## src/design/sfr_pkg.sv

```systemverilog
// shared types and constants of the scanline filter reconstruction block
package sfr_pkg;

  localparam int BYTE_W    = 8;
  localparam int ROW_CFG_W = 14;
  localparam int PIX_CFG_W = 3;
  localparam int CFG_IDX_W = 1;

  // configuration register indexes
  typedef enum logic [CFG_IDX_W-1:0] {
    CFG_ROW_BYTES   = 1'b0,
    CFG_PIXEL_BYTES = 1'b1
  } cfg_reg_t;

  // scanline filter types
  typedef enum logic [2:0] {
    FILT_NONE  = 3'd0,
    FILT_SUB   = 3'd1,
    FILT_UP    = 3'd2,
    FILT_AVG   = 3'd3,
    FILT_PAETH = 3'd4
  } filt_t;

  // highest legal filter type byte
  localparam logic [BYTE_W-1:0] FILT_LAST = 8'd4;

  // neighbors and filter handed to the predictor
  typedef struct packed {
    filt_t             filt;
    logic [BYTE_W-1:0] left;
    logic [BYTE_W-1:0] up;
    logic [BYTE_W-1:0] upleft;
  } pred_req_t;

endpackage

```

## src/design/sfr_predict.sv

```systemverilog
// filter predictor and byte reconstruction (none, sub, up, average, paeth)
module sfr_predict (
  input  sfr_pkg::pred_req_t          req,
  input  logic [sfr_pkg::BYTE_W-1:0]  raw_byte,
  output logic [sfr_pkg::BYTE_W-1:0]  value
);

  logic signed [9:0] d_up;
  logic signed [9:0] d_left;
  logic signed [9:0] d_both;
  logic        [8:0] dist_a;
  logic        [8:0] dist_b;
  logic        [8:0] dist_c;
  logic        [8:0] avg_sum;
  logic [sfr_pkg::BYTE_W-1:0] paeth;
  logic [sfr_pkg::BYTE_W-1:0] pred;

  // paeth distances: |p-a| = |b-c|, |p-b| = |a-c|, |p-c| = |a+b-2c|
  always_comb begin
    d_up   = $signed({2'b00, req.up})   - $signed({2'b00, req.upleft});
    d_left = $signed({2'b00, req.left}) - $signed({2'b00, req.upleft});
    d_both = d_up + d_left;
    dist_a = d_up[9]   ? 9'(-d_up)   : d_up[8:0];
    dist_b = d_left[9] ? 9'(-d_left) : d_left[8:0];
    dist_c = d_both[9] ? 9'(-d_both) : d_both[8:0];
    if (dist_a <= dist_b && dist_a <= dist_c) begin
      paeth = req.left;
    end else if (dist_b <= dist_c) begin
      paeth = req.up;
    end else begin
      paeth = req.upleft;
    end
  end

  // predictor select and modulo-256 add
  always_comb begin
    avg_sum = {1'b0, req.left} + {1'b0, req.up};
    case (req.filt)
      sfr_pkg::FILT_SUB:   pred = req.left;
      sfr_pkg::FILT_UP:    pred = req.up;
      sfr_pkg::FILT_AVG:   pred = avg_sum[8:1];
      sfr_pkg::FILT_PAETH: pred = paeth;
      default:             pred = '0;
    endcase
    value = raw_byte + pred;
  end

endmodule

```

## config.mk

```make
export PLATFORM = sky130hd
export DESIGN_NAME = sfr_predict
export DESIGN_NICKNAME = d
export VERILOG_FILES = /design/src/design/sfr_pkg.sv /design/src/design/sfr_predict.sv
export SDC_FILE = /design/constraint.sdc
export NUM_CORES = 1
export LEC_CHECK = 0
export BUFFER_PORTS_ARGS = -buffer_cell sky130_fd_sc_hd__buf_2
export CORE_MARGIN = 4
export CORE_UTILIZATION = 45
export DETAILED_ROUTE_END_ITERATION = 7
export GPL_ROUTABILITY_DRIVEN = 0
export PLACE_DENSITY_LB_ADDON = 0.1
export REMOVE_ABC_BUFFERS = 1
export SYNTH_ARGS = -nofsm -noshare
export SYNTH_HDL_FRONTEND = slang
export SYNTH_SLANG_ARGS = --single-unit
```

## constraint.sdc

```tcl
create_clock -name vclk -period 20.3
set_input_delay 3.045 -clock vclk [all_inputs]
set_output_delay 3.045 -clock vclk [all_outputs]
set_load 0.05 [all_outputs]
```

# After elaboration in Yosys (flattened, before gate mapping)
# Cells that the tools add are included.
dict set report totals {
  ff_bits 0
  latchBits 0
  ram_bits 0
  rom_bits 0
  inputBits 35
  output_inout_bits 8
  elab_cells 22
  memories 0
}
dict set report classes {
  n_addsub 8
  mul 0
  n_div 0
  magnitude_cmp 3
  eq_ne 4
  shift 0
  muxes 6
  n_bitwise 0
  reduce_logical 1
}
# operator count
set op_table {}
lappend op_table {{$pmux 8 s4} 1}
lappend op_table {{$le 9x9->1} 3}
lappend op_table {{$mux 9} 3}
lappend op_table {{$neg 9->9} 3}
lappend op_table {{$sub 8x8->9} 2}
lappend op_table {{$mux 8} 2}
lappend op_table {{$add 9x9->10} 1}
lappend op_table {{$add 8x8->9} 1}
lappend op_table {{$add 8x8->8} 1}
lappend op_table {{$eq 3x2->1 const B} 2}
lappend op_table {{$eq 3x1->1 const B} 1}
lappend op_table {{$eq 3x3->1 const B} 1}
lappend op_table {{$logic_and 1x1->1} 1}

# Depth between registers and ports, before layout
dict set report logic_depth {
  word_depth 9
  mapped_depth 43
  depth_no_buf 41
}

# Worst setup path before layout
# OpenSTA, ideal clock, no wires.
dict set report synth_timing {
  path_kind {input port to output port}
  from {input req[16] in the netlist's numbering}
  to {output value[7] in the netlist's numbering}
  arrival_ns 10.559
  path_slack_ns 6.696
  stages 37
  path_cell_list {inv_1 > ha_1 > inv_1 > fa_1 > xnor2_1 > inv_1 > ha_1 > a21oi_1 > and2_1 > maj3_1 > a221o_1 > a21bo_2 > nand2_1 > nor2_1 > xor2_1 > ha_1 > a21oi_1 > nor2b_1 > o21ai_0 > nand2b_1 > o41a_1 > a311oi_1 > maj3_2 > maj3_2 > buf_4 > mux2_1 > mux2i_1 > o22ai_1 > ha_1 > a21o_1 > a21oi_1 > o21bai_1 > a21oi_1 > o21bai_1 > a21oi_1 > xor2_1 > o311ai_1}
}
dict set report synth_via {
  elab_chain_len 9
}
# element line_no
set synth_rtl {}
lappend synth_rtl {{start, declared} sfr_predict.sv:3} ;# input sfr_pkg::pred_req_t req,
lappend synth_rtl {{$sub 8x8->9} sfr_predict.sv:21} ;# d_left = $signed({2'b00, req.left}) - $signed({2'b00, req.upleft});
lappend synth_rtl {{$add 9x9->10} sfr_predict.sv:22} ;# d_both = d_up + d_left;
lappend synth_rtl {{$neg 9->9} sfr_predict.sv:25} ;# dist_c = d_both[9] ? 9'(-d_both) : d_both[8:0];
lappend synth_rtl {{$mux 9} sfr_predict.sv:25}
lappend synth_rtl {{$le 9x9->1, on equally long branches} {sfr_predict.sv:28, sfr_predict.sv:26}}
lappend synth_rtl {{$mux 8 / $logic_and 1x1->1 (equally long branches)} {sfr_predict.sv:28, sfr_predict.sv:26}}
lappend synth_rtl {{$mux 8} sfr_predict.sv:26} ;# if (dist_a <= dist_b && dist_a <= dist_c) begin
lappend synth_rtl {{$pmux 8 s4 (*)} sfr_predict.sv:38} ;# case (req.filt)
lappend synth_rtl {{$add 8x8->8 (*)} sfr_predict.sv:45} ;# value = raw_byte + pred;
lappend synth_rtl {{end, declared} sfr_predict.sv:5} ;# output logic [sfr_pkg::BYTE_W-1:0] value
# Mark *: on every way between the ends. The rest lies on a longest branch, timed or not.

# Worst setup path after layout
dict set report layout_timing {
  from {input req[8] in the netlist's numbering}
  to {output value[7] in the netlist's numbering}
}
dict set report layout_via {
  elab_chain_len 9
}
# element line_no
set layout_rtl {}
lappend layout_rtl {{$sub 8x8->9} sfr_predict.sv:20} ;# d_up = $signed({2'b00, req.up}) - $signed({2'b00, req.upleft});
lappend layout_rtl {{$add 9x9->10} sfr_predict.sv:22}
lappend layout_rtl {{$neg 9->9} sfr_predict.sv:25}
lappend layout_rtl {{$mux 9} sfr_predict.sv:25}
lappend layout_rtl {{$le 9x9->1, on equally long branches} {sfr_predict.sv:28, sfr_predict.sv:26}}
lappend layout_rtl {{$mux 8 / $logic_and 1x1->1 (equally long branches)} {sfr_predict.sv:28, sfr_predict.sv:26}}
lappend layout_rtl {{$mux 8} sfr_predict.sv:26}
lappend layout_rtl {{$pmux 8 s4 (*)} sfr_predict.sv:38}
lappend layout_rtl {{$add 8x8->8 (*)} sfr_predict.sv:45}
# Marked as above.

==> out/metrics.cfg <==
[timing]
drv_slew=0
rsz0062_at_grt=false
max_slew_margin_pct=48.5
min_period_ns=14.58
setup-tns-final_ns=0
finalCritPeriodShare_pct=71.8
max_freq_mhz=68.6
final-hold-violation-count=0
setup_violations=0
worst_pin_slew_ns=0.772

[die]
die_height_um=94.6
fp.dieArea_um2=8950
core_area_um2=7250
start_util_pct=46.5
placementRows=31
die_x_um=94.6
io_pins=43

[logic_synthesis]
synth_cell_types=69
synth_top_area_cell=ha_1
synthCells=446
yosysWarnings=0
synth_most_common_cell=ha_1
synthTopCellsByCount=ha_1, xnor2_1, inv_1
syn_area_per_cell_um2=7.56
synth_area_leaders=ha_1, xnor2_1, a21oi_1
yosys.area.top_type_share_pct=20.8
seq_area_frac_synth_pct=0
synthesis.area_um2=3370

[drt]
drc=0
post_drt_wl_per_cell_um=16.8
vias=3358
antenna_left=0
routed_wl_um=9730
drtPass1Iterations=5
viasPerCell=5.78
drtIter0Drc=166

[final_layout]
nClkBuffers=0
diodes=0
fin_util_pct=50.8
fin_nets=580
area_delta_synth_final_pct=9.16
nFlopsAndLatches=0
regArea_um2=0
design_area_um2=3680
drive_gt1_share_pct=14.5

[job]
cap_violations=0

[pwr]
p_leak_nw=1.74
switching_share_pct=57.9
p_sw_uw=263
vdd_drop_max_v=0.0000442
intPower_uw=191
clkPwrFrac_pct=0
p_seq_share_pct=0
p_comb_share_pct=100.0
power.density_nw_per_um2=123

[outcome]
outcome=completed

[critical_path]
cp.arrival_ns=11.54
critPathMaxFanout=9
crit_family=compound AO/OA/AOI/OAI gates
end_kind=primary output
critPathSlowestCell=nor2b_1
cp_num_buf_inv=4
crit_required_ns=17.26
cpMostUsedCell=a21oi_1
critPathMaxStageDelay_ns=0.48
start_kind=input port
path_class=in2out

[min_path]
hold_class=in2out

[global_route]
grtUsageTotal_pct=22.0
grt_pass1_vias=3352
grt_pass1_wl_um=15900
antenna_found_initial=0
grt_max_degree=14
overflow=0

[clock_tree]
cts_setup_buffers=0
cts_hold_buf=0
cts.repair.resized=0

[placement]
placed_cell_area_um2=3680
dp_hpwl_um=8570
portBuffers=43

[power groups by stage]
stage | clock, mW | sequential, mW | combinational (mW)
6_report | 0 | 0 | 0.454
5_1_grt | 0 | 0 | 0.500
4_1_cts | 0 | 0 | 0.452
3_5_place_dp | 0 | 0 | 0.450
3_3_place_gp | 0 | 0 | 0.444
2_1_floorplan | 0 | 0 | 0.360
[final cells by class]
cell class,count,area (um^2)
multi-input cells,398,3190
fillers,761,3570
repair buffers,43,215
inverters,41,154
well taps,99,124
[cells by family (layout without fill, tap and decap cells)]
family	after synthesis	in the layout	synth area share [%]
buf+inv	48	84	5.45
fa+ha+maj	69	69	26.3
mux	18	18	5.75
simple gates	124	124	19.4
xor+xnor	58	58	15.9
compound gates	129	129	27.2
[worst paths after layout]
| kind | start | to | depth (start not counted) |
|---|---|---|---|
| setup / recovery | req[8] | value[7] | 43 |
| hold / removal | raw_byte[0] | value[0] | 3 |
[worst min-delay path: stages]
cell   delay, ns
buf_2       0.08
ha_1        0.12
buf_2       0.25
[metal layers]
metal / global-route usage, % / vias to the layer above / wire length [um]
met5: 0 / - / 0
met4: 4.93 / 0 / 201
met3: 1.04 / 19 / 358
met2: 41.9 / 75 / 4970
met1: 27.0 / 1553 / 4200
li1: - / 1711 / -
[cells in the final DEF (no fill, tap or decap), drive strengths merged, types with 10 or more instances in the layout]
master,n
xnor2,44
mux2,11
inv,41
a21oi,31
o21ai,20
ha,56
nor2,26
a31oi,10
nand3,10
nand2,27
nor3,10
xor2,13
a21o,13
buf,43
nor2b,12
[metrics by stage]
stage / instances / hold slack [ns] / worst slack, ns / power [mW]
final: 581 / 6.54 / 5.72 / 0.454
after global routing: 581 / 6.57 / 4.89 / 0.500
after CTS: 581 / 6.55 / 5.71 / 0.452
after detailed placement: 581 / 6.55 / 5.75 / 0.450
after global placement: 581 / 6.55 / 5.84 / 0.444
after floorplan: 439 / 6.47 / 6.73 / 0.360
No activity file was read; power rests on OpenSTA's default activity.
